--- src/hw/rtl/pwi_pkg.sv ---
// ----------------------------------------------------------------------------
// pwi_pkg
// Shared types and fixed widths for the polyline waypoint interpolator.
// ----------------------------------------------------------------------------
package pwi_pkg;

	localparam int COORD_W = 16;                 // signed Q7.8 coordinate
	localparam int PATH_W  = 3;
	localparam int RES_W   = 16;                 // unsigned Q8.8 spacing
	localparam int MAG_W   = 16;                 // |dx|, |dy| never exceed 65535
	localparam int DIST_W  = 34;                 // dx^2 + dy^2
	localparam int ROOT_W  = 17;                 // isqrt of DIST_W bits
	localparam int ALU_W   = 20;                 // shared subtractor width
	localparam int CNT_W   = 5;                  // iteration counter

	localparam int SQRT_STEPS = DIST_W / 2;      // one root bit per step
	localparam int NDIV_STEPS = ROOT_W;          // root / resolution
	localparam int MDIV_STEPS = MAG_W;           // magnitude / step count

	typedef logic signed [COORD_W-1:0] coord_t;
	typedef logic        [PATH_W-1:0]  path_t;
	typedef logic        [RES_W-1:0]   res_t;
	typedef logic        [MAG_W-1:0]   mag_t;

endpackage

--- src/hw/rtl/polyline_waypoint_interpolator_unit.sv ---
// A path-start corner is absorbed with no point. A zero-length segment goes from idle to
// the emit state and then the output register; a normal segment passes the x and y squaring
// states, the square root, the n divide, the x and y divides and emit, and zero resolution
// skips the root and the n divide. No new corner is taken until a segment's last point is
// emitted, as the single shared subtractor serves every step; an output stall holds emit.
// Reset: resolution returns to 64 (0.25), previous corner cleared to the origin, no path.
// ----------------------------------------------------------------------------
// polyline_waypoint_interpolator_unit
// Fills in evenly spaced points between consecutive polyline corners. A small
// sequencer drives one compare/subtract unit through an integer square root
// and restoring divisions, then steps both axes with a remainder accumulator.
// ----------------------------------------------------------------------------
module polyline_waypoint_interpolator_unit #(
	parameter int MAX_STEPS = 63
) (
	input  logic            clk,
	input  logic            arst_n,
	// configuration
	input  logic            cfg_valid,
	output logic            cfg_ready,
	input  pwi_pkg::res_t   cfg_data,
	// corner input
	input  logic            in_valid,
	output logic            in_ready,
	input  pwi_pkg::coord_t point_x,
	input  pwi_pkg::coord_t point_y,
	input  pwi_pkg::path_t  path_id,
	input  logic            path_start,
	// point output
	output logic            out_valid,
	input  logic            out_ready,
	output pwi_pkg::coord_t out_x,
	output pwi_pkg::coord_t out_y,
	output pwi_pkg::path_t  out_path,
	output logic            segment_end,
	output logic            clamped
);
	import pwi_pkg::*;

	localparam int NW = $clog2(MAX_STEPS + 1);   // step count / index width
	localparam int RW = NW + 2;                  // DDA remainder, below 4n

	localparam logic [3:0] ST_IDLE = 4'd0;
	localparam logic [3:0] ST_SQX  = 4'd1;
	localparam logic [3:0] ST_SQY  = 4'd2;
	localparam logic [3:0] ST_SQRT = 4'd3;
	localparam logic [3:0] ST_NDIV = 4'd4;
	localparam logic [3:0] ST_XDIV = 4'd5;
	localparam logic [3:0] ST_YDIV = 4'd6;
	localparam logic [3:0] ST_EMIT = 4'd7;

	logic [3:0]        state_q;
	logic [CNT_W-1:0]  iter_q;
	res_t              resolution_q;
	coord_t            prev_x_q, prev_y_q;
	logic              have_prev_q;
	coord_t            seg_x_q, seg_y_q;
	path_t             path_q;
	mag_t              magx_q, magy_q;
	logic              negx_q, negy_q;
	logic [DIST_W-1:0] dvd_q;
	logic [ALU_W-1:0]  rem_q;
	logic [ROOT_W-1:0] quo_q;
	logic              exact_q;
	logic [NW-1:0]     n_q, j_q;
	logic              clamp_q;
	mag_t              ax_q, ay_q, accx_q, accy_q;
	logic [NW-1:0]     bx_q, by_q;
	logic [RW-1:0]     rmx_q, rmy_q;

	coord_t            out_x_q, out_y_q;
	path_t             out_path_q;
	logic              out_valid_q, seg_end_q, clamped_q;

	// shared compare/subtract unit
	logic [ALU_W-1:0]  alu_cand, alu_trial, alu_rem;
	logic [ALU_W:0]    alu_diff;
	logic              alu_ge;
	logic [ROOT_W-1:0] alu_quo;

	always_comb begin
		if (state_q == ST_SQRT) begin
			alu_cand  = {rem_q[ALU_W-3:0], dvd_q[DIST_W-1 -: 2]};
			alu_trial = ALU_W'({quo_q, 2'b01});
		end else begin
			alu_cand  = {rem_q[ALU_W-2:0], dvd_q[DIST_W-1]};
			alu_trial = (state_q == ST_NDIV) ? ALU_W'(resolution_q) : ALU_W'(n_q);
		end
		alu_diff = {1'b0, alu_cand} - {1'b0, alu_trial};
		alu_ge   = !alu_diff[ALU_W];
		alu_rem  = alu_ge ? alu_diff[ALU_W-1:0] : alu_cand;
		alu_quo  = {quo_q[ROOT_W-2:0], alu_ge};
	end

	// squaring, one axis per cycle
	mag_t               mul_op;
	logic [2*MAG_W-1:0] mul_p;
	assign mul_op = (state_q == ST_SQX) ? magx_q : magy_q;
	assign mul_p  = mul_op * mul_op;

	// accept-side differences
	logic signed [COORD_W:0] dx, dy;
	assign dx = {point_x[COORD_W-1], point_x} - {prev_x_q[COORD_W-1], prev_x_q};
	assign dy = {point_y[COORD_W-1], point_y} - {prev_y_q[COORD_W-1], prev_y_q};

	logic [COORD_W:0] absx, absy;
	assign absx = dx[COORD_W] ? -dx : dx;
	assign absy = dy[COORD_W] ? -dy : dy;

	// step count from root / resolution: ceil when exact square, else floor + 1
	logic [ROOT_W:0] ncalc;
	assign ncalc = exact_q ? ({1'b0, alu_quo} + (ROOT_W+1)'(alu_rem != '0))
	                       : ({1'b0, alu_quo} + (ROOT_W+1)'(1));

	// DDA step for both axes
	logic [RW-1:0] two_n, rmx_sum, rmy_sum;
	logic          cx, cy;
	assign two_n   = RW'({n_q, 1'b0});
	assign rmx_sum = rmx_q + RW'({bx_q, 1'b0});
	assign rmy_sum = rmy_q + RW'({by_q, 1'b0});
	assign cx      = rmx_sum >= two_n;
	assign cy      = rmy_sum >= two_n;

	logic out_free;
	assign out_free  = !out_valid_q || out_ready;
	assign in_ready  = (state_q == ST_IDLE);
	assign cfg_ready = 1'b1;

	always_ff @(posedge clk or negedge arst_n) begin
		if (!arst_n) begin
			state_q      <= ST_IDLE;
			iter_q       <= '0;
			resolution_q <= RES_W'(64);
			prev_x_q     <= '0;
			prev_y_q     <= '0;
			have_prev_q  <= 1'b0;
			out_valid_q  <= 1'b0;
		end else begin
			if (cfg_valid && cfg_ready)
				resolution_q <= cfg_data;
			// while emitting, the emit arm reloads the output register itself
			if (out_valid_q && out_ready && state_q != ST_EMIT)
				out_valid_q <= 1'b0;

			case (state_q)
				ST_IDLE: begin
					if (in_valid) begin
						prev_x_q    <= point_x;
						prev_y_q    <= point_y;
						have_prev_q <= 1'b1;
						seg_x_q     <= prev_x_q;
						seg_y_q     <= prev_y_q;
						path_q      <= path_id;
						magx_q      <= absx[MAG_W-1:0];
						magy_q      <= absy[MAG_W-1:0];
						negx_q      <= dx[COORD_W];
						negy_q      <= dy[COORD_W];
						if (!path_start && have_prev_q) begin
							if (dx == '0 && dy == '0) begin
								// zero-length: emit the start point once
								n_q     <= '0;
								j_q     <= '0;
								clamp_q <= 1'b0;
								accx_q  <= '0;
								accy_q  <= '0;
								ax_q    <= '0;
								ay_q    <= '0;
								bx_q    <= '0;
								by_q    <= '0;
								rmx_q   <= '0;
								rmy_q   <= '0;
								state_q <= ST_EMIT;
							end else begin
								state_q <= ST_SQX;
							end
						end
					end
				end
				ST_SQX: begin
					dvd_q   <= DIST_W'(mul_p);
					state_q <= ST_SQY;
				end
				ST_SQY: begin
					rem_q <= '0;
					quo_q <= '0;
					if (resolution_q == '0) begin
						n_q     <= NW'(MAX_STEPS);
						clamp_q <= 1'b1;
						dvd_q   <= {magx_q, (DIST_W-MAG_W)'(0)};
						iter_q  <= CNT_W'(MDIV_STEPS - 1);
						state_q <= ST_XDIV;
					end else begin
						dvd_q   <= dvd_q + DIST_W'(mul_p);
						iter_q  <= CNT_W'(SQRT_STEPS - 1);
						state_q <= ST_SQRT;
					end
				end
				ST_SQRT: begin
					dvd_q  <= dvd_q << 2;
					rem_q  <= alu_rem;
					quo_q  <= alu_quo;
					iter_q <= iter_q - 1'b1;
					if (iter_q == '0) begin
						exact_q <= (alu_rem == '0);
						dvd_q   <= {alu_quo, (DIST_W-ROOT_W)'(0)};
						rem_q   <= '0;
						quo_q   <= '0;
						iter_q  <= CNT_W'(NDIV_STEPS - 1);
						state_q <= ST_NDIV;
					end
				end
				ST_NDIV: begin
					dvd_q  <= dvd_q << 1;
					rem_q  <= alu_rem;
					quo_q  <= alu_quo;
					iter_q <= iter_q - 1'b1;
					if (iter_q == '0) begin
						if (ncalc > (ROOT_W+1)'(MAX_STEPS)) begin
							n_q     <= NW'(MAX_STEPS);
							clamp_q <= 1'b1;
						end else begin
							n_q     <= ncalc[NW-1:0];
							clamp_q <= 1'b0;
						end
						dvd_q   <= {magx_q, (DIST_W-MAG_W)'(0)};
						rem_q   <= '0;
						quo_q   <= '0;
						iter_q  <= CNT_W'(MDIV_STEPS - 1);
						state_q <= ST_XDIV;
					end
				end
				ST_XDIV: begin
					dvd_q  <= dvd_q << 1;
					rem_q  <= alu_rem;
					quo_q  <= alu_quo;
					iter_q <= iter_q - 1'b1;
					if (iter_q == '0) begin
						ax_q    <= alu_quo[MAG_W-1:0];
						bx_q    <= alu_rem[NW-1:0];
						dvd_q   <= {magy_q, (DIST_W-MAG_W)'(0)};
						rem_q   <= '0;
						quo_q   <= '0;
						iter_q  <= CNT_W'(MDIV_STEPS - 1);
						state_q <= ST_YDIV;
					end
				end
				ST_YDIV: begin
					dvd_q  <= dvd_q << 1;
					rem_q  <= alu_rem;
					quo_q  <= alu_quo;
					iter_q <= iter_q - 1'b1;
					if (iter_q == '0) begin
						ay_q    <= alu_quo[MAG_W-1:0];
						by_q    <= alu_rem[NW-1:0];
						// numerator starts at n, so the first quotient is 0
						accx_q  <= '0;
						accy_q  <= '0;
						rmx_q   <= RW'(n_q);
						rmy_q   <= RW'(n_q);
						j_q     <= '0;
						state_q <= ST_EMIT;
					end
				end
				ST_EMIT: begin
					if (out_free) begin
						out_valid_q <= 1'b1;
						out_x_q     <= negx_q ? seg_x_q - coord_t'(accx_q)
						                      : seg_x_q + coord_t'(accx_q);
						out_y_q     <= negy_q ? seg_y_q - coord_t'(accy_q)
						                      : seg_y_q + coord_t'(accy_q);
						out_path_q  <= path_q;
						seg_end_q   <= (j_q == n_q);
						clamped_q   <= clamp_q;
						accx_q      <= accx_q + ax_q + MAG_W'(cx);
						accy_q      <= accy_q + ay_q + MAG_W'(cy);
						rmx_q       <= cx ? rmx_sum - two_n : rmx_sum;
						rmy_q       <= cy ? rmy_sum - two_n : rmy_sum;
						j_q         <= j_q + 1'b1;
						if (j_q == n_q)
							state_q <= ST_IDLE;
					end
				end
				default: state_q <= ST_IDLE;
			endcase
		end
	end

	assign out_valid   = out_valid_q;
	assign out_x       = out_x_q;
	assign out_y       = out_y_q;
	assign out_path    = out_path_q;
	assign segment_end = seg_end_q;
	assign clamped     = clamped_q;

	// a new beat only ever comes from the emit sequencer
	a_out_from_emit: assert property (@(posedge clk) disable iff (!arst_n)
		(out_valid && !$past(out_valid)) |-> $past(state_q) == ST_EMIT)
		else $error("output beat raised outside emit");

	a_index_bound: assert property (@(posedge clk) disable iff (!arst_n)
		state_q == ST_EMIT |-> j_q <= n_q)
		else $error("point index ran past step count");

	a_rem_bound: assert property (@(posedge clk) disable iff (!arst_n)
		(state_q == ST_EMIT && n_q != '0) |-> (rmx_q < two_n && rmy_q < two_n))
		else $error("DDA remainder out of range");

	a_acc_bound: assert property (@(posedge clk) disable iff (!arst_n)
		state_q == ST_EMIT |-> (accx_q <= magx_q && accy_q <= magy_q))
		else $error("offset passed segment end");

	a_clamp_count: assert property (@(posedge clk) disable iff (!arst_n)
		(state_q == ST_EMIT && clamp_q) |-> n_q == NW'(MAX_STEPS))
		else $error("clamped segment without full step count");

endmodule

--- config.mk ---
export PLATFORM = sky130hd
export DESIGN_NAME = polyline_waypoint_interpolator_unit
export DESIGN_NICKNAME = d
export VERILOG_FILES = /design/src/hw/rtl/pwi_pkg.sv /design/src/hw/rtl/polyline_waypoint_interpolator_unit.sv
export SDC_FILE = /design/constraint.sdc
export NUM_CORES = 1
export LEC_CHECK = 0
export ABC_CLOCK_PERIOD_IN_PS = 13850
export BUFFER_PORTS_ARGS = -buffer_cell sky130_fd_sc_hd__buf_2
export CAP_MARGIN = 10
export CORE_ASPECT_RATIO = 0.9
export CORE_UTILIZATION = 53
export CTS_BUF_LIST = sky130_fd_sc_hd__clkbuf_2
export CTS_CLUSTER_DIAMETER = 60
export DETAILED_ROUTE_END_ITERATION = 10
export HOLD_SLACK_MARGIN = 0.02
export PLACE_DENSITY = 0.7
export SLEW_MARGIN = 40
export SYNTH_ARGS = -nofsm -noshare
export SYNTH_HDL_FRONTEND = slang
export SYNTH_SLANG_ARGS = --single-unit
--- constraint.sdc ---
create_clock -name clk -period 13.85 [get_ports clk]
set_input_delay 0 -clock clk [delete_from_list [all_inputs] [get_ports clk]]
set_output_delay 0 -clock clk [all_outputs]
set_load 0.1 [all_outputs]
==> impl_metrics.env, run 1 <==
export IMPL_largestRegisters="dvd_q x34, rem_q x19, quo_q x17"
export IMPL_drive_above_1_share_pct=9.84
export IMPL_skew_ns=0.107
export IMPL_critPathMostFrequentCell="fa_1"
export IMPL_routed_wl_um=95800
export IMPL_cp_required_ns=14.75
export IMPL_rsz0062_at_grt="no"
export IMPL_core_area_um2=57500
export IMPL_setup_viol=0
export IMPL_r2r_start="state_q[0]$_DFFE_PN0P_"
export IMPL_fp_dieH_um=232
export IMPL_synth_cell_types=98
export IMPL_outcome="finished, final reports clean"
export IMPL_syn_inst=3373
export IMPL_finalSetupTns_ns=0
export IMPL_ys_seq_area_share_pct=31.7
export IMPL_insertion_delay_ns=1.14
export IMPL_clkTransAtPathRegs_ns=0.11
export IMPL_cts_resized_gates=0
export IMPL_largest_reg_flops=34
export IMPL_htreeDepth=3
export IMPL_syn_area_um2=31200
export IMPL_synthFlopType="edfxtp_1"
export IMPL_gr_usage_all_layers_pct=32.1
export IMPL_synth_edff_count=281
export IMPL_cts_tree="built"
export IMPL_relSlewSlack_pct=41.5
export IMPL_tightestPinTransition_ns=0.874
export IMPL_hold_path_depth=3
export IMPL_antenna_left=0
export IMPL_syn_avg_cell_area_um2=9.24
export IMPL_min_delay_start="path_id[0]"
export IMPL_nets=4177
export IMPL_fp_row_count=83
export IMPL_fill_cells=4844
export IMPL_initial_core_util_pct=54.1
export IMPL_min_to="path_q[0]$_DFFE_PP_"
export IMPL_worstPathMaxFanout=48
export IMPL_cp_arrival_ns=12.58
export IMPL_worst_setup_path_type="flop to flop"
export IMPL_async_reset_ff_share_pct=17.1
export IMPL_syn_to_final_growth_pct=13.5
export IMPL_r2r_slack_ns=2.17
export IMPL_critical_path_endpoint_type="flop"
export IMPL_slowest_delay_ns=0.59
export IMPL_r2r_end="dvd_q[33]$_DFFE_PP_"
export IMPL_die_w_um=258
export IMPL_hpwl_um=69500
export IMPL_grt_start_max_net_pins=75
export IMPL_syn_num_nets=3874
export IMPL_io_buffers=95
export IMPL_antenna_found_initial=6
export IMPL_dieArea_um2=59800
export IMPL_top_register="dvd_q"
export IMPL_drt_iter0_markers=3162
export IMPL_gr_total_overflow=0
export IMPL_min_period_ns=11.68
export IMPL_gp_congestion=0.972
export IMPL_slowest_stage="mux2i_1"
export IMPL_ys_seq_elements=339
export IMPL_cts_root_buf="clkbuf_2"
export IMPL_whs_ns=0.114
export IMPL_pin_count=97
export IMPL_via_count=27200
export IMPL_hold_viol_final=0
export IMPL_clock_path_buffers=3
export IMPL_grt_pass1_vias=27000
export IMPL_fmaxAchievable_mhz=85.7
export IMPL_cts_sinks=339
export IMPL_wl_per_cell_um=21.2
export IMPL_drc_errors=0
export IMPL_fin_crit_sh_pct=84.3
export IMPL_cp_start_kind="flop"
export IMPL_maxCapViolations=0
export IMPL_vias_per_cell=6.02
export IMPL_drt_pre_antenna_iters=6
export IMPL_numCtsBuffers=87
export IMPL_hold_path_class="input port to flop"
export IMPL_finalMaxSlewViolations=0
export IMPL_reg2regPathDepth=34
export IMPL_yosys_warnings=0
export IMPL_grt_pass1_wl_um=150000
## final cells by class
class / count / area (um^2) / share of cell area (%)
inverter: 378 / 1420 / 4.02
clock inverter: 42 / 270 / 0.764
sequential: 339 / 9890 / 28.0
clock buffer: 121 / 606 / 1.71
tap: 765 / 957 / 2.71
antenna: 4 / 10.0 / 0.0283
multi-input combinational: 2546 / 19500 / 55.1
timing repair buffer: 324 / 2710 / 7.67
## critical path, delay by kind of cell, from the launching register on
| kind | cells | cell delay, ns |
|---|---|---|
| AO/OA/AOI/OAI | 13 | 3.33 |
| adder cells (fa/ha/maj) | 8 | 3.77 |
| multiplexers | 1 | 0.59 |
| buffers and inverters | 7 | 1.96 |
| XOR/XNOR | 1 | 0.22 |
| AND/OR/NAND/NOR | 4 | 1.20 |
| flip-flops | 1 | 0.34 |
## Yosys cell counts, types with 8 or more instances
cell type / number / share of area (%)
a31oi_1: 36 / 0.72
xor2_1: 70 / 2.0
a21oi_1: 234 / 3.8
clkbuf_1: 90 / 1.1
nor4_1: 17 / 0.34
and3_1: 29 / 0.58
nor2b_1: 29 / 0.58
buf_2: 8 / 0.13
mux2i_1: 47 / 1.5
a21boi_0: 9 / 0.22
o31ai_1: 14 / 0.34
and2_1: 63 / 1.3
a22oi_1: 16 / 0.39
nand2_1: 311 / 3.7
nor3b_1: 8 / 0.19
nor3_1: 58 / 0.93
dfrtp_1: 57 / 4.6
a211o_1: 12 / 0.34
a221oi_1: 16 / 0.45
nand4_1: 20 / 0.40
ha_1: 272 / 11
o2111ai_1: 13 / 0.37
o22ai_1: 9 / 0.18
xnor2_1: 158 / 4.4
nand2b_1: 29 / 0.58
fa_1: 172 / 11
nand3_1: 57 / 0.92
or3_1: 14 / 0.28
o21bai_1: 19 / 0.46
a21o_1: 55 / 1.3
nand3b_1: 10 / 0.24
nor2_1: 334 / 4.0
o21ai_0: 174 / 2.8
or2_2: 11 / 0.22
o211ai_1: 16 / 0.39
buf_1: 9 / 0.11
o21a_1: 34 / 0.82
inv_1: 370 / 4.5
a211oi_1: 24 / 0.58
mux2_2: 34 / 1.2
a22o_1: 8 / 0.22
edfxtp_1: 281 / 27
## per-layer routing
layer  global-route usage (%)  wire length [um]
met5                        0                26
met4                     10.4              2900
met3                     6.77              9390
met2                     50.0             42300
met1                     44.7             41100
## cells in the final DEF (no fill, tap or decap), types with 70 or more instances in the layout
master / instances
a21oi_1: 231
ha_1: 272
edfxtp_1: 281
inv_1: 370
dlygate4sd3_1: 192
clkbuf_2: 121
nor2_1: 329
buf_2: 95
fa_1: 172
nand2_1: 311
o21ai_0: 174
xor2_1: 70
xnor2_1: 158
## cell families (layout without fill, tap and decap cells)
kind of cell               count (synthesis)  in the layout  synth area share, %
and+or+nand+nor                         1014           1014                 15.1
xor gates and xnor gates                 228            228                 6.41
muxes                                     81             81                 2.74
adders and majority gates                445            445                 22.0
buffers and inverters                    488            865                 5.96
DFF                                      339            339                 31.7
AOI/OAI and AO/OA                        777            777                 16.1
other                                      1              5               0.0120
## metrics by stage
stage	instance area [um^2]	setup WS, ns	util, %	cells
detailed placement	32500	2.11	56.5	4158
floorplan	31200	4.05	-	3373
finish	35400	2.17	61.5	4519
global route	35400	1.51	61.5	4518
CTS	35300	2.04	61.4	4514
global placement	32500	2.45	56.4	4158
## worst max-delay path by stage
stage / start / end / cells past startpoint
global route: state_q[0]$_DFFE_PN0P_ / dvd_q[31]$_DFFE_PP_ / 38
CTS: state_q[0]$_DFFE_PN0P_ / dvd_q[31]$_DFFE_PP_ / 37
global placement: state_q[0]$_DFFE_PN0P_ / dvd_q[33]$_DFFE_PP_ / 37
detailed placement: state_q[0]$_DFFE_PN0P_ / dvd_q[33]$_DFFE_PP_ / 37
finish: state_q[0]$_DFFE_PN0P_ / dvd_q[33]$_DFFE_PP_ / 34
floorplan: state_q[2]$_DFFE_PN0P_ / dvd_q[33]$_DFFE_PP_ / 39
## repair_timing
action,4_1_cts,5_1_grt
endpoints found under the hold margin,284,0
setup buffers,0,0
endpoints found under the setup margin,0,0
hold buffers,193,0
Power of run 1 is not shown: default switching activity piles up to over one toggle a cycle in this logic, so the estimate is an artifact.
==> inputs of run 2 (changes only) <==
--- a/config.mk
+++ b/config.mk
@@ -5,7 +5,7 @@
 export SDC_FILE = /design/constraint.sdc
 export NUM_CORES = 1
 export LEC_CHECK = 0
-export ABC_CLOCK_PERIOD_IN_PS = 13850
+export ABC_CLOCK_PERIOD_IN_PS = 10700
 export BUFFER_PORTS_ARGS = -buffer_cell sky130_fd_sc_hd__buf_2
 export CAP_MARGIN = 10
 export CORE_ASPECT_RATIO = 0.9
@@ -14,7 +14,7 @@
 export CTS_CLUSTER_DIAMETER = 60
 export DETAILED_ROUTE_END_ITERATION = 10
 export HOLD_SLACK_MARGIN = 0.02
-export PLACE_DENSITY = 0.7
+export PLACE_DENSITY = 0.72
 export SLEW_MARGIN = 40
 export SYNTH_ARGS = -nofsm -noshare
 export SYNTH_HDL_FRONTEND = slang
==> constraint.sdc (replaced) <==
create_clock -name clk -period 10.7 [get_ports clk]
set_input_delay 0 -clock clk [delete_from_list [all_inputs] [get_ports clk]]
set_output_delay 0 -clock clk [all_outputs]
set_load 0.1 [all_outputs]
==> impl_metrics.env, run 2 (synthesis results as in run 1) <==
export IMPL_mostFrequentLayoutCell="inv_1"
export IMPL_critPathMostFrequentCell="fa_1"
export IMPL_htreeDepth=3
export IMPL_slowest_delay_ns=0.52
export IMPL_dieArea_um2=59800
export IMPL_cp_arrival_ns=10.94
export IMPL_via_count=26600
export IMPL_finalMaxSlewViolations=0
export IMPL_wl_per_cell_um=19.5
export IMPL_largest_reg_flops=34
export IMPL_gr_total_overflow=0
export IMPL_grt_start_max_net_pins=75
export IMPL_drt_pre_antenna_iters=9
export IMPL_place_area_um2=32600
export IMPL_rsz0062_at_grt="no"
export IMPL_io_buffers=95
export IMPL_fill_cells=4801
export IMPL_worst_setup_path_type="flop to flop"
export IMPL_hpwl_um=64200
export IMPL_die_w_um=258
export IMPL_cts_root_buf="clkbuf_2"
export IMPL_fmaxAchievable_mhz=98.7
export IMPL_fp_dieH_um=232
export IMPL_clock_path_buffers=3
export IMPL_cp_required_ns=11.51
export IMPL_post_cts_buffers=0
export IMPL_fp_row_count=83
export IMPL_antenna_left=0
export IMPL_worstPathMaxFanout=10
export IMPL_largestRegisters="dvd_q x34, rem_q x19, quo_q x17"
export IMPL_numCtsBuffers=90
export IMPL_drt_iter0_markers=2925
export IMPL_slowest_stage="fa_1"
export IMPL_tightestPinTransition_ns=0.854
export IMPL_cp_start_kind="flop"
export IMPL_vias_per_cell=5.86
export IMPL_insertion_delay_ns=1.14
export IMPL_place_ws_ns=0.595
export IMPL_cts_sinks=339
export IMPL_nets=4187
export IMPL_instances_no_fill=4532
export IMPL_grt_pass1_vias=25900
export IMPL_relSlewSlack_pct=42.9
export IMPL_pin_count=97
export IMPL_cts_tree="built"
export IMPL_top_register="dvd_q"
export IMPL_finalSetupTns_ns=0
export IMPL_maxCapViolations=0
export IMPL_final_area_um2=35500
export IMPL_initial_core_util_pct=54.1
export IMPL_gr_usage_all_layers_pct=29.8
export IMPL_layout_common_cells="inv_1 (370), nor2_1 (329), nand2_1 (311)"
export IMPL_fin_crit_sh_pct=94.7
export IMPL_dp_cells=4168
export IMPL_gp_congestion=0.957
export IMPL_clkTransAtPathRegs_ns=0.12
export IMPL_setup_viol=0
export IMPL_core_area_um2=57500
export IMPL_grt_pass1_wl_um=140000
export IMPL_hold_path_class="input port to flop"
export IMPL_drive_above_1_share_pct=10.2
export IMPL_routed_wl_um=88200
export IMPL_drc_errors=0
export IMPL_critical_path_endpoint_type="flop"
export IMPL_outcome="finished, final reports clean"
export IMPL_hold_viol_final=0
export IMPL_antenna_found_initial=3
export IMPL_setup_slack_ns=0.570
export IMPL_min_period_ns=10.13
export IMPL_skew_ns=0.109
export IMPL_syn_to_final_growth_pct=14.0
-- run 2: changes by cell type in the layout (fill, tap and decap cells not counted), sizes merged, moves of 2 or more --
| cell | before | now |
|---|---|---|
| bufinv | 3 | 5 |
| clkinvlp | 0 | 2 |
| clkbuf | 121 | 133 |
| dlygate4sd3 | 192 | 190 |
| clkinv | 45 | 35 |
| buf | 132 | 141 |
-- run 2: cell type report --
| type | count | area [um^2] | share of cell area [%] |
|---|---|---|---|
| Multi-Input combinational cell | 2546 | 19500 | 55.0 |
| Sequential cell | 339 | 9890 | 27.9 |
| Timing Repair Buffer | 331 | 2770 | 7.79 |
| Inverter | 378 | 1420 | 4.00 |
| Tap cell | 765 | 957 | 2.70 |
| Clock buffer | 133 | 666 | 1.87 |
| Clock inverter | 35 | 283 | 0.796 |
| Antenna cell | 5 | 12.5 | 0.0352 |
-- run 2: worst paths after layout --
check / start / end / slack, ns / cells after the start
worst max-delay path: state_q[2]$_DFFE_PN0P_ / dvd_q[33]$_DFFE_PP_ / 0.57 / 33
worst min-delay path: path_id[0] / path_q[0]$_DFFE_PP_ / 0.14 / 3
worst max register to register: state_q[2]$_DFFE_PN0P_ / dvd_q[33]$_DFFE_PP_ / 0.57 / 33
worst min register to register: path_q[2]$_DFFE_PP_ / out_path[2]$_DFFE_PP_ / 0.43 / 0
max in group asynchronous: arst_n / resolution_q[7]$_DFFE_PN0P_ / 9.21 / 6
min in group asynchronous: arst_n / prev_y_q[1]$_DFFE_PN0P_ / 0.51 / 5
-- run 2: layer usage --
layer,part of all wire (%),track usage [%],vias to the layer above
met5,0,0,-
met3,8.6,4.78,230
met4,3.7,11.2,0
met1,43,41.5,12700
met2,45,46.7,1082
li1,-,-,12500
-- run 2: critical path: cells and delay by family (launching register included) --
kind | cells | cell delay (ns)
AND/OR/NAND/NOR | 4 | 1.05
buffers and inverters | 6 | 0.95
multiplexers | 1 | 0.22
XOR/XNOR | 1 | 0.16
AO/OA/AOI/OAI | 13 | 3.33
flip-flops | 1 | 0.43
adder cells (fa/ha/maj) | 8 | 3.63
-- run 2: timing repair --
action,4_1_cts,5_1_grt
hold endpoints to repair,357,0
hold buffers,191,0
gates resized for setup,0,1
endpoints found under the setup margin,0,1
-- run 2: through the flow --
stage / hold WS, ns / utilization, %
global route: 0.0498 / 61.7
detailed placement: -0.0643 / 56.7
CTS: 0.0207 / 61.7
floorplan: -0.296 / -
finish: 0.136 / 61.7
global placement: -0.0628 / 56.5
Power of run 2 is left out for the same reason.
